**src/plcr_pkg.sv**
```systemverilog
// shared constants and types for the color ramp unit
`default_nettype none

package plcr_pkg;

    localparam int NUM_STOPS      = 4;
    localparam int TTL_BITS       = 16;
    localparam int CHANNEL_BITS   = 8;
    localparam int NUM_CH         = 4;
    localparam int COLOR_BITS     = NUM_CH * CHANNEL_BITS;
    localparam int STOP_BITS      = TTL_BITS + COLOR_BITS;
    localparam int CFG_IDX_BITS   = $clog2(NUM_STOPS + 1);
    localparam int STOP_IDX_BITS  = $clog2(NUM_STOPS);
    localparam int COUNT_BITS     = 3;
    // register index of the stop count
    localparam int CFG_STOPS_IN_USE = NUM_STOPS;
    // dividend width: color times span plus rounding half
    localparam int NUM_BITS       = CHANNEL_BITS + TTL_BITS + 1;
    localparam int QUEUE_DEPTH    = 4;
    localparam int QPTR_BITS      = $clog2(QUEUE_DEPTH);
    // one product stage plus one stage per quotient bit
    localparam int STAGES         = CHANNEL_BITS + 1;

    // one span job handed from the front to the back
    typedef struct packed {
        logic [TTL_BITS-1:0]   span;
        logic [TTL_BITS-1:0]   offset;
        logic [COLOR_BITS-1:0] color_a;
        logic [COLOR_BITS-1:0] color_b;
    } t_span_item;

endpackage

`default_nettype wire

```
**src/plcr_queue.sv**
```systemverilog
// short job queue between front and back
`default_nettype none

module plcr_queue import plcr_pkg::*; (
    input  wire logic       i_clk,
    input  wire logic       i_rst_n,
    input  wire logic       i_push,
    input  wire t_span_item i_item,
    output logic            o_full,
    output logic            o_valid,
    input  wire logic       i_pop,
    output t_span_item      o_item
);

    t_span_item           r_mem [QUEUE_DEPTH];
    logic [QPTR_BITS-1:0] r_wr, r_rd;
    logic [QPTR_BITS:0]   r_cnt;
    logic                 do_pop;

    assign o_full  = (r_cnt == (QPTR_BITS+1)'(QUEUE_DEPTH));
    assign o_valid = (r_cnt != '0);
    assign o_item  = r_mem[r_rd];
    assign do_pop  = i_pop && o_valid;

    // storage
    always_ff @(posedge i_clk) begin
        if (i_push) r_mem[r_wr] <= i_item;
    end

    // pointers and fill count
    always_ff @(posedge i_clk) begin
        if (!i_rst_n) begin
            r_wr  <= '0;
            r_rd  <= '0;
            r_cnt <= '0;
        end else begin
            if (i_push) r_wr <= r_wr + 1'b1;
            if (do_pop) r_rd <= r_rd + 1'b1;
            r_cnt <= r_cnt + (QPTR_BITS+1)'(i_push) - (QPTR_BITS+1)'(do_pop);
        end
    end

endmodule

`default_nettype wire

```
**config.mk**
```make
export PLATFORM = sky130hd
export DESIGN_NAME = plcr_queue
export DESIGN_NICKNAME = d
export VERILOG_FILES = /design/src/plcr_pkg.sv /design/src/plcr_queue.sv
export SDC_FILE = /design/constraint.sdc
export NUM_CORES = 1
export LEC_CHECK = 0
export BUFFER_PORTS_ARGS = -buffer_cell sky130_fd_sc_hd__buf_2
export CAP_MARGIN = 25
export CORE_AREA = 3 3 213 215
export DETAILED_ROUTE_END_ITERATION = 16
export DIE_AREA = 0 0 216 218
export SYNTH_ARGS = -nofsm -noshare
export SYNTH_HDL_FRONTEND = slang
export SYNTH_SLANG_ARGS = --single-unit
```
**constraint.sdc**
```tcl
create_clock -name i_clk -period 4.5 [get_ports i_clk]
set_clock_uncertainty 0.2 [all_clocks]
set_input_delay 0.9 -clock i_clk [delete_from_list [all_inputs] [get_ports i_clk]]
set_output_delay 0.9 -clock i_clk [all_outputs]
set_load 0.01 [all_outputs]
```
After elaboration in Yosys (flattened, before gate mapping)
Memory sizes are Yosys's and may differ from the RTL's. A register that Yosys moved wholly into a read port is not among the register bits.
Index checks and enable logic that the tools add are counted.
- register bits: 7
- memory bits (writable): 384
- input bits: 100
- output and inout bits: 98
- word-level logic and storage cells: 15
- memories: 1
- memory list (memory ; depth ; bits a word ; read ports ; clocked after memory_dff ; wr ports ; RTL line ; text):
    r_mem ; 4 ; 96 ; 1 ; 1 ; 1 ; plcr_queue.sv:15 ; t_span_item r_mem [QUEUE_DEPTH];
- $add $sub $neg: 4
- equality and inequality tests: 1
- muxes and demuxes: 4
- reduce and logical (&&, ||, !) cells: 2
- operators by type and width (cell ; count):
    adder 2 x 1 -> 2 bit (second input constant) ; 2
    2-to-1 mux 2 bit ; 2
    adder 3 x 1 -> 3 bit ; 1
    equality test 3 bit (second input constant) ; 1
    nonzero test 3 bit ; 1
    subtractor 3 x 1 -> 3 bit ; 1
    2-to-1 mux 1 bit ; 2
    logical AND 1 bit ; 1

Depth between registers and ports, before layout
- depth in word-level cells: 4
- depth in mapped cells: 7
- gate-level depth less buffers: 7

Worst setup path before layout
No wires, ideal clock.
- path kind: input -> register
- start point: input i_push
- end point: memory r_mem[0][0] (netlist bit), enable pin
- library setup time: 0.465 ns
- data arrival time: 3.120 ns
- data required time: 3.835 ns
- path slack: 0.715 ns
- stages on the path: 1
- buffers on the path: 0
- cells stage by stage: and2_1
- longest elaborated chain between the ends: 2
- ends and longest elaborated chain (item ; RTL line ; text):
    start, declared ; plcr_queue.sv:7 ; input wire logic i_push,
    2-to-1 mux 1 bit ; plcr_queue.sv:27 ; if (i_push) r_mem[r_wr] <= i_item;
    2-to-1 mux 1 bit (implied by the code) ; plcr_queue.sv:27 ;
    end, declared ; plcr_queue.sv:15 ;
No other way between the ends.

==> results.json <==
{
  "status": "completed",
  "fin_crit_sh_pct": 77.6,
  "synth_edf_count": 384,
  "worstPathMaxFanout": 45,
  "gr-total-overflow": 0,
  "ios": 198,
  "cts_buffers": 42,
  "startpoint_type": "flip-flop",
  "leakage_nw": 5.78,
  "cap_violations": 0,
  "arrival_ns": 2.39,
  "grt_max_degree": 56,
  "grt_pass1_vias": 7016,
  "ctsResizeCount": 0,
  "met1Wirelength_um": 12200,
  "portBuffers": 197,
  "tightest_slew_ns": 0.729,
  "hold_ws_ns": 0.267,
  "cts_tree": "built",
  "nets": 884,
  "vdd_drop_max_mv": 0.308,
  "hold_viol_final": 0,
  "cts_setup_buffers": 0,
  "synth_warnings": 0,
  "final_max_slew_viol_count": 0,
  "slowest_delay_ns": 0.63,
  "avgRoutedWirePerCell_um": 20.5,
  "tns_ns": 0,
  "place_hpwl_um": 16600,
  "reg2reg_depth": 7,
  "ys_seq_elements": 393,
  "drc": 0,
  "fp.dieH_um": 218,
  "routed_wl_um": 28700,
  "synthCells": 547,
  "start_util_pct": 32.6,
  "power.density_nw_per_um2": 526,
  "wl_met3_um": 1810,
  "seq_area_frac_synth_pct": 81.7,
  "via_per_inst": 4.56,
  "required_ns": 3.40,
  "mappedNetlistArea_um2": 14300,
  "rsz0062_at_grt": "false",
  "fillers": 3952,
  "yosysTopAreaCell": "edfxtp_1",
  "place_congestion": 0.693,
  "grt_pass1_wl_um": 43400,
  "die-area_um2": 47100,
  "die_w_um": 216,
  "antenna_left": 0,
  "r2r_end": "r_cnt[2]",
  "critPathKind": "reg -> out",
  "synth_area_leaders": "edfxtp_1 (80%), mux4_2 (15%), dfxtp_1 (1.3%)",
  "routed-wl-met2_um": 14100,
  "yosys_most_used_dff": "edfxtp_1",
  "min_period_ns": 3.49,
  "synth_cell_type_count": 22,
  "synthToLayoutAreaGrowth_pct": 21.4,
  "cts_buffer_depth": 3,
  "holdBufCountCts": 0,
  "critPathCaptureType": "primary output",
  "slowest_stage": "dfxtp_4",
  "dp.cells": 1325,
  "htree_levels": 2,
  "dr.max_layer_used": "met5",
  "setup_violations": 0,
  "rows": 77,
  "cts_sinks": 393,
  "first_pass_iters": 4,
  "cp-endpoint": "o_item[5]",
  "syn_nets": 654,
  "cts_root_buffer": "clkbuf_16",
  "antenna_cells": 0,
  "fmax_mhz": 287,
  "crit_chain": "buf_12, mux4_2, buf_2",
  "ff2ff_setup_slack_ns": 2.26,
  "clock_latency_ns": 0.55,
  "avgSynthCellArea_um2": 26.2,
  "path_clk_slew_ns": 0.06,
  "drive_above_1_share_pct": 45.6,
  "final_cells": 1396,
  "antenna_found_initial": 5,
  "max-slew-margin-rel_pct": 51.4,
  "r2r-start": "r_cnt[1]",
  "synth_top_area_share_pct": 80.4,
  "vias": 6361,
  "core_area_um2": 43900,
  "min_path_type": "reg -> reg",
  "ys_async_sr_fraction_pct": 0,
  "finalPower_mw": 9.15,
  "grt_use_total_pct": 12.3,
  "utilization_pct": 39.6,
  "drt_iter0_markers": 393
}
## per-stage QoR
| step | setup WS, ns | area [µm²] |
|---|---|---|
| 6_report | 1.01 | 17400 |
| 5_1_grt | 0.810 | 17400 |
| 4_1_cts | 0.887 | 17400 |
| 3_5_place_dp | 1.50 | 16100 |
| 3_3_place_gp | 1.50 | 16100 |
| 2_1_floorplan | 0.715 | 14300 |
## power by group
group | internal, mW | total, mW | switching (mW)
Combinational | 0.766 | 1.52 | 0.752
Sequential | 4.22 | 4.33 | 0.110
Clock | 1.98 | 3.30 | 1.32
## routing by layer
metal  up-vias  GRT usage [%]
met4         8           3.37
met3        51           4.03
met1      3313           16.0
met2       169           19.8
met5         -              0
li1       2820              -
## Yosys cell counts, drive strengths merged (2+ instances only)
library cell    n
nand2           2
edfxtp        384
and2            8
ha              6
mux2i           4
dfxtp           9
clkbuf          5
mux4           96
nand2b          2
inv             6
buf            17
## cells by family (layout without fill, tap and decap cells)
family	Yosys count	count (layout)	synth area share, %
buffers and inverters	28	285	1.31
and+or+nand+nor	15	15	0.620
xor gates and xnor gates	2	2	0.218
muxes	100	100	15.4
AOI/OAI and AO/OA	2	2	0.122
DFF	393	393	81.7
adders and majority gates	7	7	0.663
## state kept, by name, summed over array words and instances (netlist names), named ones only
name / count
r_rd: 2
r_cnt: 3
r_wr: 2
r_mem: 384
## critical path: cells and delay by family (launching register included)
kind                   cells  cell delay, ns
buffers and inverters      2            0.56
DFF                        1            0.63
muxes                      1            0.58
## area by class of cell
| type | count | area, µm² | share of cell area, % |
|---|---|---|---|
| sequential | 393 | 11700 | 67.4 |
| multi-input combinational | 126 | 2440 | 14.1 |
| clock buffer | 53 | 1160 | 6.64 |
| timing repair buffer | 208 | 1160 | 6.64 |
| tap | 592 | 741 | 4.26 |
| clock inverter | 18 | 160 | 0.920 |
| inverter | 6 | 22.5 | 0.129 |
## layout by cell type (no fill, tap or decap), drive strengths merged, types with 2 or more instances in the layout
master,Yosys,routed
and2,8,8
buf,17,208
bufinv,0,3
clkbuf,5,53
clkinv,0,14
dfxtp,9,9
edfxtp,384,384
ha,6,6
inv,6,6
mux2i,4,4
mux4,96,96
nand2,2,2
nand2b,2,2
## worst min path at each step
stage	startpoint	to	cells past startpoint
6_report	r_rd[1]	flip-flop	2
5_1_grt	r_rd[1]	flip-flop	2
2_1_floorplan	r_rd[1]	flip-flop	2
3_3_place_gp	r_rd[1]	flip-flop	2
4_1_cts	r_rd[1]	flip-flop	2
3_5_place_dp	r_rd[1]	flip-flop	2
Power figures use the tool's default switching activity.
