--- config.mk ---
export PLATFORM = sky130hd
export DESIGN_NAME = plcr_back_flat
export DESIGN_NICKNAME = d
export VERILOG_FILES = /design/src/plcr_pkg.sv /design/src/plcr_ifs.sv /design/src/plcr_back.sv /design/src/flat_wrapper.sv
export SDC_FILE = /design/constraint.sdc
export NUM_CORES = 2
export LEC_CHECK = 0
export ABC_AREA = 0
export BUFFER_PORTS_ARGS = -buffer_cell sky130_fd_sc_hd__buf_4
export CAP_MARGIN = 15
export CORE_UTILIZATION = 55
export DETAILED_ROUTE_END_ITERATION = 8
export PLACE_DENSITY = 0.81
export SETUP_SLACK_MARGIN = 0.4
export SLEW_MARGIN = 0
export SYNTH_ARGS = -nofsm -noshare
export SYNTH_HDL_FRONTEND = slang
export SYNTH_SLANG_ARGS = --single-unit
--- constraint.sdc ---
create_clock -name i_clk -period 33.5 [get_ports i_clk]
set_input_delay 3.35 -clock i_clk [delete_from_list [all_inputs] [get_ports i_clk]]
set_output_delay 3.35 -clock i_clk [all_outputs]
set_load 0.03 [all_outputs]
--- src/plcr_pkg.sv ---
// shared constants and types for the color ramp unit
`default_nettype none

package plcr_pkg;

    localparam int NUM_STOPS      = 4;
    localparam int TTL_BITS       = 16;
    localparam int CHANNEL_BITS   = 8;
    localparam int NUM_CH         = 4;
    localparam int COLOR_BITS     = NUM_CH * CHANNEL_BITS;
    localparam int STOP_BITS      = TTL_BITS + COLOR_BITS;
    localparam int CFG_IDX_BITS   = $clog2(NUM_STOPS + 1);
    localparam int STOP_IDX_BITS  = $clog2(NUM_STOPS);
    localparam int COUNT_BITS     = 3;
    // register index of the stop count
    localparam int CFG_STOPS_IN_USE = NUM_STOPS;
    // dividend width: color times span plus rounding half
    localparam int NUM_BITS       = CHANNEL_BITS + TTL_BITS + 1;
    localparam int QUEUE_DEPTH    = 4;
    localparam int QPTR_BITS      = $clog2(QUEUE_DEPTH);
    // one product stage plus one stage per quotient bit
    localparam int STAGES         = CHANNEL_BITS + 1;

    // one span job handed from the front to the back
    typedef struct packed {
        logic [TTL_BITS-1:0]   span;
        logic [TTL_BITS-1:0]   offset;
        logic [COLOR_BITS-1:0] color_a;
        logic [COLOR_BITS-1:0] color_b;
    } t_span_item;

endpackage

`default_nettype wire

--- src/plcr_ifs.sv ---
// handshake channel interfaces for the color ramp unit
`default_nettype none


interface plcr_color_if import plcr_pkg::*; ();
    logic                    valid;
    logic                    ready;
    logic [CHANNEL_BITS-1:0] red;
    logic [CHANNEL_BITS-1:0] green;
    logic [CHANNEL_BITS-1:0] blue;
    logic [CHANNEL_BITS-1:0] alpha;
    modport source (output valid, output red, output green, output blue, output alpha,
                    input ready);
    modport sink (input valid, input red, input green, input blue, input alpha,
                  output ready);
endinterface


`default_nettype wire

--- src/plcr_back.sv ---
// back: weighted sums and a pipelined restoring divider per channel
`default_nettype none

module plcr_back import plcr_pkg::*; (
    input  wire logic       i_clk,
    input  wire logic       i_rst_n,
    input  wire logic       i_valid,
    input  wire t_span_item i_item,
    output logic            o_take,
    plcr_color_if.source    o_color
);

    logic                    r_vld  [STAGES];
    logic [TTL_BITS-1:0]     r_span [STAGES];
    logic [NUM_BITS-1:0]     r_rem  [STAGES][NUM_CH];
    logic [CHANNEL_BITS-1:0] r_quo  [STAGES][NUM_CH];
    logic [NUM_BITS-1:0]     n_rem  [STAGES][NUM_CH];
    logic [CHANNEL_BITS-1:0] n_quo  [STAGES][NUM_CH];
    logic                    en;

    assign en     = !r_vld[STAGES-1] || o_color.ready;
    assign o_take = en;

    // dividend per channel, then one quotient bit per stage
    logic [TTL_BITS-1:0]     wa;
    logic [CHANNEL_BITS-1:0] ca, cb;
    logic [NUM_BITS-1:0]     dsh;
    always_comb begin
        wa = i_item.span - i_item.offset;
        ca = '0;
        cb = '0;
        dsh = '0;
        for (int c = 0; c < NUM_CH; c++) begin
            ca = i_item.color_a[(NUM_CH-1-c)*CHANNEL_BITS +: CHANNEL_BITS];
            cb = i_item.color_b[(NUM_CH-1-c)*CHANNEL_BITS +: CHANNEL_BITS];
            n_rem[0][c] = NUM_BITS'(ca) * NUM_BITS'(wa)
                        + NUM_BITS'(cb) * NUM_BITS'(i_item.offset)
                        + NUM_BITS'(i_item.span >> 1);
            n_quo[0][c] = '0;
        end
        for (int s = 1; s < STAGES; s++) begin
            dsh = NUM_BITS'(r_span[s-1]) << (CHANNEL_BITS - s);
            for (int c = 0; c < NUM_CH; c++) begin
                if (r_rem[s-1][c] >= dsh) begin
                    n_rem[s][c] = r_rem[s-1][c] - dsh;
                    n_quo[s][c] = r_quo[s-1][c] | (CHANNEL_BITS'(1) << (CHANNEL_BITS - s));
                end else begin
                    n_rem[s][c] = r_rem[s-1][c];
                    n_quo[s][c] = r_quo[s-1][c];
                end
            end
        end
    end

    // stage valids
    always_ff @(posedge i_clk) begin
        if (!i_rst_n) begin
            for (int s = 0; s < STAGES; s++) r_vld[s] <= 1'b0;
        end else if (en) begin
            r_vld[0] <= i_valid;
            for (int s = 1; s < STAGES; s++) r_vld[s] <= r_vld[s-1];
        end
    end

    // stage payload
    always_ff @(posedge i_clk) begin
        if (en) begin
            r_span[0] <= i_item.span;
            for (int s = 1; s < STAGES; s++) r_span[s] <= r_span[s-1];
            for (int s = 0; s < STAGES; s++) begin
                for (int c = 0; c < NUM_CH; c++) begin
                    r_rem[s][c] <= n_rem[s][c];
                    r_quo[s][c] <= n_quo[s][c];
                end
            end
        end
    end

    assign o_color.valid = r_vld[STAGES-1];
    assign o_color.red   = r_quo[STAGES-1][0];
    assign o_color.green = r_quo[STAGES-1][1];
    assign o_color.blue  = r_quo[STAGES-1][2];
    assign o_color.alpha = r_quo[STAGES-1][3];

    // divider finished with a red and alpha remainder below the span
    a_rem_fits: assert property (@(posedge i_clk) disable iff (!i_rst_n)
        r_vld[STAGES-1] |-> (r_rem[STAGES-1][0] < NUM_BITS'(r_span[STAGES-1]))
                         && (r_rem[STAGES-1][3] < NUM_BITS'(r_span[STAGES-1])))
        else $error("divider remainder not below span");

    // a job never enters with an empty span
    a_span_nonzero: assert property (@(posedge i_clk) disable iff (!i_rst_n)
        r_vld[0] |-> (r_span[0] != '0))
        else $error("zero span in back pipeline");

    // a stalled result holds its red and green channels
    a_stall_hold: assert property (@(posedge i_clk) disable iff (!i_rst_n)
        (r_vld[STAGES-1] && !o_color.ready) |=> (r_vld[STAGES-1]
            && $stable(r_quo[STAGES-1][0]) && $stable(r_quo[STAGES-1][1])))
        else $error("stalled result changed");

endmodule

`default_nettype wire

--- src/flat_wrapper.sv ---
// flat-port wrapper written by rule: the top's interface ports become plain ports
module plcr_back_flat import plcr_pkg::*;
  (i_clk, i_rst_n, i_valid, i_item, o_take, o_color_valid, o_color_red, o_color_green, o_color_blue, o_color_alpha, o_color_ready);
  plcr_color_if o_color_i ();
  input  wire logic i_clk;
  input  wire logic i_rst_n;
  input  wire logic i_valid;
  input  wire t_span_item i_item;
  output logic o_take;
  output wire logic [$bits(o_color_i.valid)-1:0] o_color_valid;
  output wire logic [$bits(o_color_i.red)-1:0] o_color_red;
  output wire logic [$bits(o_color_i.green)-1:0] o_color_green;
  output wire logic [$bits(o_color_i.blue)-1:0] o_color_blue;
  output wire logic [$bits(o_color_i.alpha)-1:0] o_color_alpha;
  input wire logic [$bits(o_color_i.ready)-1:0] o_color_ready;
  assign o_color_valid = o_color_i.valid;
  assign o_color_red = o_color_i.red;
  assign o_color_green = o_color_i.green;
  assign o_color_blue = o_color_i.blue;
  assign o_color_alpha = o_color_i.alpha;
  assign o_color_i.ready = o_color_ready;
  plcr_back u_core (.i_clk(i_clk), .i_rst_n(i_rst_n), .i_valid(i_valid), .i_item(i_item), .o_take(o_take), .o_color(o_color_i));
endmodule
Word level (Yosys, flattened, before mapping)
Memories as Yosys holds them, arrays and structs flattened.
Cells that the tools add are included.
- bits in latches: 0
- logic and storage cells: 174
- memories: 4
- register bits after elaboration: 0
- output and inout port bits: 34
- bits in read-only memories: 0
- memory bits (writable): 1341
- bitwise logic cells: 9
- eq/ne operators: 0
- div/mod/pow operators: 0
- reduce and logical (&&, ||, !) cells: 2
- shifts and indexed selects: 0
- $mul: 8
- magnitude comparators: 32
- muxes and demuxes: 78
- add/sub/neg operators: 41
- memory list (memory ; words ; bits a word ; rd ports ; clocked after Yosys merged registers in ; wr ports ; RTL line ; source):
    u_core.r_rem ; 9 ; 100 ; 8 ; 0 ; 9 ; plcr_back.sv:15 ; logic [NUM_BITS-1:0] r_rem [STAGES][NUM_CH];
    u_core.r_quo ; 9 ; 32 ; 9 ; 0 ; 9 ; plcr_back.sv:16 ; logic [CHANNEL_BITS-1:0] r_quo [STAGES][NUM_CH];
    u_core.r_span ; 9 ; 16 ; 8 ; 0 ; 9 ; plcr_back.sv:14 ; logic [TTL_BITS-1:0] r_span [STAGES];
    u_core.r_vld ; 9 ; 1 ; 9 ; 0 ; 9 ; plcr_back.sv:13 ; logic r_vld [STAGES];
- operator list (operator ; count):
    $mux 25 ; 32
    $mul 8x16->24 ; 8
    $add 24x24->25 ; 4
    $add 25x15->25 ; 4
    $ge 25x16->1 ; 4
    $ge 25x17->1 ; 4
    $ge 25x18->1 ; 4
    $ge 25x19->1 ; 4
    $ge 25x20->1 ; 4
    $ge 25x21->1 ; 4
    $ge 25x22->1 ; 4
    $ge 25x23->1 ; 4
    $sub 25x16->25 ; 4
    $sub 25x17->25 ; 4
    $sub 25x18->25 ; 4
    $sub 25x19->25 ; 4
    $sub 25x20->25 ; 4
    $sub 25x21->25 ; 4
    $sub 25x22->25 ; 4
    $sub 25x23->25 ; 4
    $mux 8 ; 4
    $mux 7 ; 4
    $mux 6 ; 4
    $mux 5 ; 4
    8 further kinds ; 42

Longest topological paths before layout
An unclocked memory read counts as a cell.
- depth after elaboration: 7
- mapped depth: 34
- gate-level depth less buffers: 33

Worst setup path after synthesis
Ideal clock, no wire load.
- path type: input port to output port
- from: in o_color_ready
- to: out o_take
- required time: 30.150 ns
- setup slack: -2.539 ns
- arrival: 32.689 ns
- path buffers: 1
- cell stages on the path: 2
- path through: nand2b_1 clkbuf_1
- longest elaborated chain between the ends: 1
- RTL lines (item ; RTL line ; source):
    start, declared ; flat_wrapper.sv:15 ; input wire logic [$bits(o_color_i.ready)-1:0] o_color_ready;
    $logic_or 1x1->1 ; plcr_back.sv:21 ; assign en = !r_vld[STAGES-1] || o_color.ready;
    end, declared ; flat_wrapper.sv:9 ; output logic o_take;
Every way passes these cells.

==> metrics <==
Critical Path Max Stage Delay=between 0.6 and 0.7 ns; synthesis-to-layout area growth=7.395%; largest net degree at the start of global routing=159; top post-synthesis cells by count=inv_1, edfxtp_1, fa_1; Post-Syn Area=around 99000 µm²; fin util=0.5941; count leader, synth=inv_1; R2R setup slack=approximately 29 ns; first-pass GRT wire length=401400 µm; hold_buf cts=0; input/output buffers=between 100 and 150; reg2reg end=u_core.r_quo[5][5]; largest fanout on the critical path=33; DRC viols=0; core footprint=between 150000 and 200000 µm²; Crit path max-delay family=adder cells; Final Wtd Congestion=~1.0; worst min path class=register to register; Max clock buf depth=3; H-tree depth=3; Max Transition Viols Final=0; Die H=~430 µm; Synth top area share=0.3289; worst-margin pin slew=approximately 1.1 ns; post-synth top area cell=edfxtp_1; Initial DRT Pass Iterations=7; CP bufs+invs=6; post-synthesis sequential area ratio=0.3289; Yosys warnings=0; antenna violations before repair=7; share of cells above drive strength 1=0.04646; CP max-delay cell=xnor2_2; Post-Synthesis Cells=between 9000 and 10000; Final period util=0.3409; initial drt markers=~5000; R2R Path Start=u_core.r_vld[0][8]; fin crit period=11.42 ns; worst-case reg-to-reg path depth=6; Post-DRT Antenna Nets=0; CP Capture Point=u_core.r_rem[0][73]; arrival time of the worst setup path=11.92 ns; drt via density=~5.8; Net Count, Synth=11580; Tot GR Track Use=0.2870; FP Rows=155; CP required=around 34 ns; CP Launch Type=input port; Vias=70590; Clock Sinks=approximately 1100; post-synthesis area per instance=roughly 10 µm²; synth top area cells=edfxtp_1, fa_1, ha_1; crit path kind=input port to register; routed len/inst=between 20 and 25 µm; die extent in x=425.6 µm; boundary pin count=134; clk root buf=clkbuf_16; fin nets=roughly 12000; Clock transition at path regs=about 0.060 ns; Top cell by count, worst path=fa_1; #FFs+latches synth=between 1000 and 1500; DPL Wire Length=just over 200000 µm; DIE AREA=about 180000 µm²; final hold viol count=0; RSZ-0062 raised after global routing=false; Yosys cell types=84; Setup Buffers After CTS=0; Async S/R FF share, synth=0; critical path startpoint=i_item[64]; Filler cells=between 10000 and 15000; Top FF cell, synth=edfxtp_1; Initial Utilization=0.5532; # resized after CTS=0; Finish-stage setup viols=0; setup TNS=0 ns; vias in the first global route=72990; worst skew pair latency=approximately 0.76 ns; GR Overflow Total=0; crit end category=register; wirelength, routed=around 260000 µm; number of max-cap violations=0; run status=finished clean; number of synthesized flops with an enable pin=1081; Clock Skew=slightly above 0.04 ns; CTS tree=done; Fmax=between 0.08 and 0.09 GHz; Slew Limit Headroom=0.2448; WP depth=31; Num CTS Buffers=~110
-- worst register-to-register path: stages, from the launching register on --
cell	delay (ns)
edfxtp_1	0.45
nand2b_4	0.25
buf_4	0.56
buf_4	0.67
buf_4	0.71
buf_4	0.77
buf_4	0.95
-- sequential cells by signal, indices dropped and copies added, names as in the netlist --
register and count:
u_core.r_rem 800, u_core.r_span 128, u_core.r_quo 144, u_core.r_vld 9
-- through the flow --
stage / instances / setup WS [ns] / cell area [µm²] / hold WS [ns]
after floorplan: 9727 / 13.27 / 98700 / 0.4003
final: 12220 / 22.08 / 106000 / 0.4162
after global placement: 12000 / 21.57 / 102200 / 0.4019
after CTS: 12210 / 22.24 / 105900 / 0.4147
after global routing: 12210 / 21.61 / 106000 / 0.4177
after detailed placement: 12000 / 21.46 / 102200 / 0.4045
-- cells by family (layout without fill, tap and decap cells) --
family / count (synthesis) / after routing / synth area share
mux: 122 / 122 / 0.01356
xor+xnor: 536 / 536 / 0.04757
compound gates: 1673 / 1673 / 0.1067
flops: 1081 / 1081 / 0.3289
fa+ha+maj: 1756 / 1756 / 0.2930
simple gates: 2794 / 2794 / 0.1431
buf+inv: 1765 / 1896 / 0.06718
other cells: 0 / 2 / 0
-- layer usage --
layer	wire length, µm	share of wire	vias to the layer above	track usage
li1	-	-	32920	-
met4	20500	0.079	4	0.2006
met5	31	0.00012	-	0
met1	94720	0.37	34170	0.3230
met2	127800	0.49	2684	0.5042
met3	15900	0.061	811	0.03665
-- worst min-delay path by stage --
stage                                    from                   to  slack (ns)  cells past startpoint
after floorplan           u_core.r_quo[1][15]  u_core.r_quo[2][15]        0.40                      0
after CTS                 u_core.r_quo[2][30]  u_core.r_quo[3][30]        0.41                      0
after global routing      u_core.r_quo[2][30]  u_core.r_quo[3][30]        0.42                      0
final                     u_core.r_quo[2][30]  u_core.r_quo[3][30]        0.42                      0
after global placement    u_core.r_quo[5][30]  u_core.r_quo[6][30]        0.40                      0
after detailed placement  u_core.r_quo[2][14]  u_core.r_quo[3][14]        0.40                      0
-- layout by cell type, fill, tap and decap left out, types with 135 or more instances in the layout --
| cell | instances |
|---|---|
| a21o_1 | 196 |
| a21oi_1 | 453 |
| and2_1 | 527 |
| buf_4 | 183 |
| edfxtp_1 | 1081 |
| fa_1 | 925 |
| ha_1 | 831 |
| inv_1 | 1482 |
| nand2_1 | 877 |
| nor2_1 | 470 |
| nor3_1 | 135 |
| o21ai_0 | 249 |
| o21ai_1 | 212 |
| xnor2_1 | 290 |
| xor2_1 | 236 |
-- cell type report --
class	instances	area, µm²	share of cell area
Sequential cell	1081	32460	0.3063
Timing Repair Buffer	187	1456	0.01374
Clock inverter	77	734.5	0.006929
Clock buffer	135	2995	0.02826
Antenna cell	2	5.005	0.00004722
Inverter	1497	5619	0.05301
Multi-Input combinational cell	6881	59780	0.5640
Tap cell	2355	2947	0.02780
Power is left out: the tool's default activity adds up to more than one toggle a clock period on the data nets, which glitch-free logic cannot reach.
