File: src/plcr_pkg.sv
// shared constants and types for the color ramp unit
`default_nettype none

package plcr_pkg;

    localparam int NUM_STOPS      = 4;
    localparam int TTL_BITS       = 16;
    localparam int CHANNEL_BITS   = 8;
    localparam int NUM_CH         = 4;
    localparam int COLOR_BITS     = NUM_CH * CHANNEL_BITS;
    localparam int STOP_BITS      = TTL_BITS + COLOR_BITS;
    localparam int CFG_IDX_BITS   = $clog2(NUM_STOPS + 1);
    localparam int STOP_IDX_BITS  = $clog2(NUM_STOPS);
    localparam int COUNT_BITS     = 3;
    // register index of the stop count
    localparam int CFG_STOPS_IN_USE = NUM_STOPS;
    // dividend width: color times span plus rounding half
    localparam int NUM_BITS       = CHANNEL_BITS + TTL_BITS + 1;
    localparam int QUEUE_DEPTH    = 4;
    localparam int QPTR_BITS      = $clog2(QUEUE_DEPTH);
    // one product stage plus one stage per quotient bit
    localparam int STAGES         = CHANNEL_BITS + 1;

    // one span job handed from the front to the back
    typedef struct packed {
        logic [TTL_BITS-1:0]   span;
        logic [TTL_BITS-1:0]   offset;
        logic [COLOR_BITS-1:0] color_a;
        logic [COLOR_BITS-1:0] color_b;
    } t_span_item;

endpackage

`default_nettype wire

File: src/plcr_ifs.sv
// handshake channel interfaces for the color ramp unit
`default_nettype none

interface plcr_ttl_if import plcr_pkg::*; ();
    logic                valid;
    logic                ready;
    logic [TTL_BITS-1:0] particle_ttl;
    modport source (output valid, output particle_ttl, input ready);
    modport sink (input valid, input particle_ttl, output ready);
endinterface


interface plcr_cfg_if import plcr_pkg::*; ();
    logic                    valid;
    logic                    ready;
    logic [CFG_IDX_BITS-1:0] index;
    logic [STOP_BITS-1:0]    data;
    modport source (output valid, output index, output data, input ready);
    modport sink (input valid, input index, input data, output ready);
endinterface

`default_nettype wire

File: src/plcr_front.sv
// front: stop registers, span selection and job setup
`default_nettype none

module plcr_front import plcr_pkg::*; (
    input  wire logic   i_clk,
    input  wire logic   i_rst_n,
    plcr_cfg_if.sink    i_cfg,
    plcr_ttl_if.sink    i_ttl,
    input  wire logic   i_q_full,
    output logic        o_push,
    output t_span_item  o_item
);

    logic [STOP_BITS-1:0]  r_stop [NUM_STOPS];
    logic [COUNT_BITS-1:0] r_count;

    // configuration writes
    assign i_cfg.ready = 1'b1;
    always_ff @(posedge i_clk) begin
        if (!i_rst_n) begin
            for (int i = 0; i < NUM_STOPS; i++) r_stop[i] <= '0;
            r_count <= '0;
        end else if (i_cfg.valid) begin
            if (32'(i_cfg.index) < NUM_STOPS) begin
                r_stop[i_cfg.index[STOP_IDX_BITS-1:0]] <= i_cfg.data;
            end else if (i_cfg.index == CFG_IDX_BITS'(CFG_STOPS_IN_USE)) begin
                r_count <= i_cfg.data[COUNT_BITS-1:0];
            end
        end
    end

    assign i_ttl.ready = !i_q_full;
    assign o_push      = i_ttl.valid && !i_q_full && (r_count != '0);

    // a: latest stop at or below ttl, b: earliest stop above ttl
    logic                  a_found, b_found;
    logic [TTL_BITS-1:0]   a_t, b_t, t_i;
    logic [COLOR_BITS-1:0] a_c, b_c;
    always_comb begin
        a_found = 1'b0;
        b_found = 1'b0;
        a_t = '0;
        b_t = '0;
        a_c = '0;
        b_c = '0;
        t_i = '0;
        for (int i = 0; i < NUM_STOPS; i++) begin
            t_i = r_stop[i][STOP_BITS-1:COLOR_BITS];
            if (32'(r_count) > 32'(i)) begin
                if (t_i <= i_ttl.particle_ttl) begin
                    if (!a_found || t_i >= a_t) begin
                        a_found = 1'b1;
                        a_t = t_i;
                        a_c = r_stop[i][COLOR_BITS-1:0];
                    end
                end else if (!b_found || t_i < b_t) begin
                    b_found = 1'b1;
                    b_t = t_i;
                    b_c = r_stop[i][COLOR_BITS-1:0];
                end
            end
        end
        // clamped ends become a unit span with zero distance
        if (!a_found || !b_found) begin
            o_item.span    = TTL_BITS'(1);
            o_item.offset  = '0;
            o_item.color_a = a_found ? a_c : b_c;
            o_item.color_b = '0;
        end else begin
            o_item.span    = b_t - a_t;
            o_item.offset  = i_ttl.particle_ttl - a_t;
            o_item.color_a = a_c;
            o_item.color_b = b_c;
        end
    end

endmodule

`default_nettype wire

File: src/flat_wrapper.sv
// flat-port wrapper written by rule: the top's interface ports become plain ports
module plcr_front_flat import plcr_pkg::*;
  (i_clk, i_rst_n, i_q_full, o_push, o_item, i_cfg_valid, i_cfg_index, i_cfg_data, i_cfg_ready, i_ttl_valid, i_ttl_particle_ttl, i_ttl_ready);
  plcr_cfg_if i_cfg_i ();
  plcr_ttl_if i_ttl_i ();
  input  wire logic i_clk;
  input  wire logic i_rst_n;
  input  wire logic i_q_full;
  output logic o_push;
  output t_span_item o_item;
  input wire logic [$bits(i_cfg_i.valid)-1:0] i_cfg_valid;
  input wire logic [$bits(i_cfg_i.index)-1:0] i_cfg_index;
  input wire logic [$bits(i_cfg_i.data)-1:0] i_cfg_data;
  output wire logic [$bits(i_cfg_i.ready)-1:0] i_cfg_ready;
  input wire logic [$bits(i_ttl_i.valid)-1:0] i_ttl_valid;
  input wire logic [$bits(i_ttl_i.particle_ttl)-1:0] i_ttl_particle_ttl;
  output wire logic [$bits(i_ttl_i.ready)-1:0] i_ttl_ready;
  assign i_cfg_i.valid = i_cfg_valid;
  assign i_cfg_i.index = i_cfg_index;
  assign i_cfg_i.data = i_cfg_data;
  assign i_cfg_ready = i_cfg_i.ready;
  assign i_ttl_i.valid = i_ttl_valid;
  assign i_ttl_i.particle_ttl = i_ttl_particle_ttl;
  assign i_ttl_ready = i_ttl_i.ready;
  plcr_front u_core (.i_clk(i_clk), .i_rst_n(i_rst_n), .i_cfg(i_cfg_i), .i_ttl(i_ttl_i), .i_q_full(i_q_full), .o_push(o_push), .o_item(o_item));
endmodule
File: config.mk
export PLATFORM = sky130hd
export DESIGN_NAME = plcr_front_flat
export DESIGN_NICKNAME = d
export VERILOG_FILES = /design/src/plcr_pkg.sv /design/src/plcr_ifs.sv /design/src/plcr_front.sv /design/src/flat_wrapper.sv
export SDC_FILE = /design/constraint.sdc
export NUM_CORES = 1
export LEC_CHECK = 0
export BUFFER_PORTS_ARGS = -buffer_cell sky130_fd_sc_hd__buf_2
export CAP_MARGIN = 5
export CORE_MARGIN = 2
export CORE_UTILIZATION = 40
export CTS_CLUSTER_SIZE = 20
export DETAILED_ROUTE_END_ITERATION = 6
export PLACE_DENSITY = 0.59
export SLEW_MARGIN = 20
export SYNTH_ARGS = -nofsm -noshare
export SYNTH_HDL_FRONTEND = slang
export SYNTH_SLANG_ARGS = --single-unit
File: constraint.sdc
create_clock -name i_clk -period 25.1 [get_ports i_clk]
set_clock_uncertainty 0.15 [all_clocks]
set_input_delay 6.275 -clock i_clk [delete_from_list [all_inputs] [get_ports i_clk]]
set_output_delay 6.275 -clock i_clk [all_outputs]
set_load 0.02 [all_outputs]
* Word-level counts from Yosys, hierarchy flattened
Memories as Yosys holds them, arrays and structs flattened.
Index checks and enable logic that the tools add are counted.
** Cells by class
- Reductions and logical operators :: 21
- Multipliers :: 0
- Mux-type cells :: 76
- Equality and inequality tests :: 1
- Divide/modulo/power cells :: 0
- Magnitude comparators :: 15
- Bitwise operators :: 1
- $add $sub $neg :: 2
- Shift-type cells :: 0
** Operator list (count)
- two-way mux 32 bit :: 23
- two-way mux 16 bit :: 22
- two-way mux 96 bit :: 1
- <= comparator 16 bit :: 4
- greater-or-equal comparator 16 bit :: 3
- less-than comparator 16 bit :: 3
- two-way mux 48 bit :: 1
- OR reduction 48 bit :: 1
- subtractor 16 bit :: 2
- two-way mux 1 bit :: 28
- logical NOT 1 bit :: 9
- logical OR 1 bit :: 7
- greater-than comparator 3 x 1 -> 1 bit, second input constant :: 2
- greater-than comparator 3 x 2 -> 1 bit, second input constant :: 2
- equality test 3 bit, second input constant :: 1
- less-than comparator 3 bit, second input constant :: 1
- AND reduction 3 bit :: 1
- nonzero test 3 bit :: 1
- logical AND 1 bit :: 2
- two-way mux 2 bit :: 1
- inverter 1 bit :: 1
** Storage, ports and cells
- Output and inout port bits :: 99
- Word-level logic and storage cells :: 118
- Memory bits (writable) :: 192
- ROM bits :: 0
- Bits of input ports :: 72
- Latch bits :: 0
- Bits in registers :: 3
- Memories kept :: 1
** Memories
- u_core.r_stop :: depth 4, bits a word 48, read ports 4, clocked after Yosys merged registers in 0, wr ports 4, RTL line plcr_front.sv:14 : logic [STOP_BITS-1:0] r_stop [NUM_STOPS];

* Longest topological paths before layout
An unclocked memory read counts as a cell.
- Word-level depth :: 22
- Depth in mapped cells :: 61
- Gate-level depth less buffers :: 51

* Worst setup path before layout
No wires, ideal clock.
- Path kind :: input-to-output
- Start point :: in i_ttl_particle_ttl[6]
- End point :: out o_item[95] in the netlist's numbering
- Data required time :: 18675 ps
- Arrival time :: 17809 ps
- Stages :: 59
- Setup slack :: 866 ps
- Path through :: clkbuf_1 -> inv_1 -> ha_1 -> nand2_1 -> or4_1 -> a21oi_1 -> or4bb_4 -> and2_1 -> buf_2 -> clkbuf_1 -> buf_1 -> nand2_1 -> ha_1 -> and3_1 -> a221o_1 -> a21oi_1 -> o22ai_1 -> nand3_1 -> [... 23 more ...] -> nor3_1 -> o21a_1 -> a21oi_2 -> buf_2 -> buf_1 -> clkbuf_1 -> nand2_1 -> o21ai_0 -> ha_1 -> nor2b_1 -> o21ai_0 -> nand2b_1 -> and2_1 -> a31oi_2 -> o211ai_1 -> o211a_1 -> o41ai_2 -> mux2_1
** RTL lines
- from (decl) :: RTL line flat_wrapper.sv:16 : input wire logic [$bits(i_ttl_i.particle_ttl)-1:0] i_ttl_particle_ttl;
- to (decl) :: RTL line flat_wrapper.sv:10 : output t_span_item o_item;

==> key figures <==
Run status
  – Status: finished clean

Floorplanning
  – Cell row count: 73
  – Area of the core: approximately 0.040 mm2
  – Initial standard-cell utilization of the core: 40.4%
  – Die Width: 204 um
  – Ports: 171
  – Die Area: 0.0417 mm2
  – Vertical die dimension: 204 um

Run
  – # Max-Cap Violations: 0

Global route
  – GRT Resource Usage Total: 25.7%
  – Met1 demand-to-capacity share in global routing: 34.7%
  – GR met3 Demand/Resource: about 3.3%
  – Number of global-route vias before repair: ~15k
  – Wire length of the first global-routing pass: 82.3 mm
  – Met2 usage in global routing: a little over two fifths
  – Total overflow reported by the global router: 0
  – GRT busiest layer: met2
  – Number of antenna violations at the first check in global routing: 2
  – Maximum number of pins on one net before global-route repair: 94

Worst hold path
  – Worst hold path class: reg2reg
  – Startpoint of the lowest-slack hold path: u_core.r_count[0]
  – Worst hold path cell count: 2
  – Endpoint with the worst hold slack: u_core.r_count[0]

STA
  – Max transition margin: 30.2%
  – Achievable Freq: between 40 and 50 MHz
  – Pin slew with the least headroom to its limit: about 1.0 ns
  – Min Tclk post-route: around 24 ns
  – Hold_ws: 0.438 ns
  – Final max-slew violation count: 0
  – RSZ-0062 raised after global routing: no
  – Number of hold-slack violations in the final timing report: 0
  – Final setup violating endpoints: 0
  – Fin crit share: 96.7%
  – Sum Neg Setup Slack: 0 ns

Worst setup path
  – CP required: 18.67 ns
  – Largest stage delay on the critical path: 0.59 ns
  – Worst setup SP type: input pin
  – Worst Reg-to-Reg Cells: 2
  – CP max-delay cell: or4_1
  – Internal reg-to-reg setup slack: 24.07 ns
  – Capture point of the worst reg-to-reg path: u_core.r_count[2]
  – Data arrival, critical path: 17.85 ns
  – Startpoint of the worst register-to-register path: u_core.r_count[2]
  – Kind of critical path: in2out
  – Endpoint type of the worst setup path: output port
  – Maximum fanout count along the critical path: 31

Clock network
  – CTS tree: built
  – CTS sink count: 195
  – Max Root-Sink Buffers: 2
  – CTS root buffer: clkbuf_16
  – Clk pin slew, worst setup/hold paths: 0.08 ns
  – Later-pin clock latency in the skew report: 0.46 ns
  – Total CTS buffers: 17
  – H-tree level count: 4

Route
  – First DRT Iteration DRCs: 1366
  – First-pass DRT Iterations: 5
  – Remaining antenna violation count: 0
  – Residual DRC count: 0
  – Number of vias per cell after detailed routing: 5.84
  – Total Wirelength: between 50 and 60 mm
  – Total vias in the final route: ~15k
  – Routed len/inst: 21.3 um

Finish
  – Final standard cell count with taps included and fillers excluded: 2519
  – Net total in the final layout: between 2k and 2.5k
  – Area growth, synth to finish: 14.2%
  – Utilization after layout: a little under half
  – Antenna cell count: 0
  – Fill count: ~3.9k
  – Share of final-layout standard cells stronger than drive strength 1: 15.1%

Synth
  – Fraction of registers with async set or reset after synthesis: 0%
  – Mean Syn Cell Area: between 8 and 9 um2
  – Ys flop type: edfxtp_1
  – Post-synth net total: 2109
  – Gate count after technology mapping: 1850
  – Fraction of synthesized cell area taken by the top area cell type: 36.0%
  – Mapped cell area: 0.0160 mm2
  – Post-synthesis sequential area ratio: 36.3%
  – Largest cells by area after synthesis: edfxtp_1 (36%), ha_1 (14%), nor2_1 (5.2%), nand2_1 (5.0%), a21oi_1 (4.7%)
  – EDFF count, synth: 192
  – Top cell type by total area after synthesis: edfxtp_1
  – Synthesis Warnings: 0
  – Number of synthesized register bits: ~200
  – Cell variety after synth: 83

Power
  – Worst voltage drop across the vdd grid: 0.0486 mV
  – Power density normalized to cell area: 50.6 mW/mm2
  – Overall Power: 925 uW
  – Leakage power: 0.00760 uW

Placement
  – Port-buffer cells: about 170
  – Placed cells: about 2.5k
  – Routability-driven placement congestion ratio: around 0.97
  – Post-detailed-placement half-perimeter wirelength: 39.9 mm
-- flip-flops by register name, indices dropped and copies added, names as in the netlist --
name            cells
u_core.r_stop     192
u_core.r_count      3
-- area by class of cell --
type	count	area [um2]	share of cell area [%]
multi-input cells	1477	9640	52.7
flip-flops and latches	195	5830	31.8
repair buffers	220	1270	6.92
well taps	525	657	3.59
clock buffers	18	439	2.40
inverters	70	263	1.44
clock inverters	14	211	1.16
-- cell families (layout without fill, tap and decap cells) --
family | count (synthesis) | after routing | share of synthesized area, %
other | 1 | 1 | 0.0234
AOI/OAI and AO/OA | 498 | 498 | 20.0
and+or+nand+nor | 745 | 745 | 22.0
xor gates and xnor gates | 27 | 27 | 1.47
buffers and inverters | 178 | 322 | 4.21
DFF | 195 | 195 | 36.3
muxes | 18 | 18 | 1.25
adders and majority gates | 188 | 188 | 14.7
-- timing repair --
action | 4_1_cts | 5_1_grt
resized for setup | 0 | 4
endpoints found under the setup margin | 0 | 8
setup buffers | 0 | 3
endpoints found under the hold margin | 0 | 0
hold buffers | 0 | 0
-- worst max-delay path by stage --
| stage | slack [ns] | end | from |
|---|---|---|---|
| after global placement | 0.31 | o_item[95] | i_ttl_particle_ttl[8] |
| after detailed placement | 0.34 | o_item[95] | i_ttl_particle_ttl[8] |
| after floorplan | 0.87 | o_item[95] | i_ttl_particle_ttl[6] |
| after global routing | 0.08 | o_item[95] | i_ttl_particle_ttl[8] |
| final | 0.82 | o_item[95] | i_ttl_particle_ttl[8] |
| after CTS | 0.29 | o_item[95] | i_ttl_particle_ttl[8] |
-- power breakdown --
part / switching [uW] / internal, uW
sequential: 23.6 / 380
clock: 129 / 173
combinational: 134 / 86.1
-- placed cells by master, fill, tap and decap left out, types with 5 or more instances in the layout --
cell       netlist  final
nor3_1          15     14
a31oi_1          9      9
nor2b_1         11     11
o21a_1          25     25
a311oi_1        32     32
xor2_1           5      5
mux2i_1          7      7
nor3b_1          7      7
nor2_1         224    220
a211o_1          6      6
nand4_1         27     27
and2_1          87     86
nor4_1           7      7
buf_2            3    169
and3_1          56     56
xnor2_1         22     22
nand3_1         49     49
a22oi_1          8      8
clkbuf_16        0     17
buf_4            1     48
or3_1            9      8
o211ai_1        41     41
inv_1           69     69
edfxtp_1       192    192
nand2_1        215    213
a221o_1          8      8
ha_1           185    185
a21o_1          41     41
o21ai_0        120    116
nand2b_1        18     18
a211oi_1         5      5
a21oi_1        152    150
mux2_2           8      8
-- critical path: cells and delay by family --
family | cells | cell delay, ns
AO/OA/AOI/OAI | 25 | 5.50
adder cells (fa/ha/maj) | 5 | 1.38
buffers and inverters | 7 | 1.49
multiplexers | 1 | 0.39
AND/OR/NAND/NOR | 14 | 2.80
-- routing by layer --
layer,share of wire (%),routed length [um]
met5,0.050,27
met4,2.3,1230
met3,6.5,3460
met2,47,25300
met1,44,23700
-- synth_stat cells (25+ instances only) --
cell      instances
inv_1            69
nand2_1         215
and2_1           87
o21ai_0         120
o211ai_1         41
nand3_1          49
and3_1           56
ha_1            185
a21oi_1         152
nand4_1          27
o21a_1           25
nor2_1          224
a311oi_1         32
edfxtp_1        192
a21o_1           41
clkbuf_1         81
-- per-stage QoR --
step           setup slack, ns  area (um2)
2_1_floorplan            0.866       16000
3_3_place_gp             0.311       17600
3_5_place_dp             0.337       17600
4_1_cts                  0.292       18300
5_1_grt                 0.0825       18300
6_report                 0.823       18300
(Power assumes the default switching activity.)
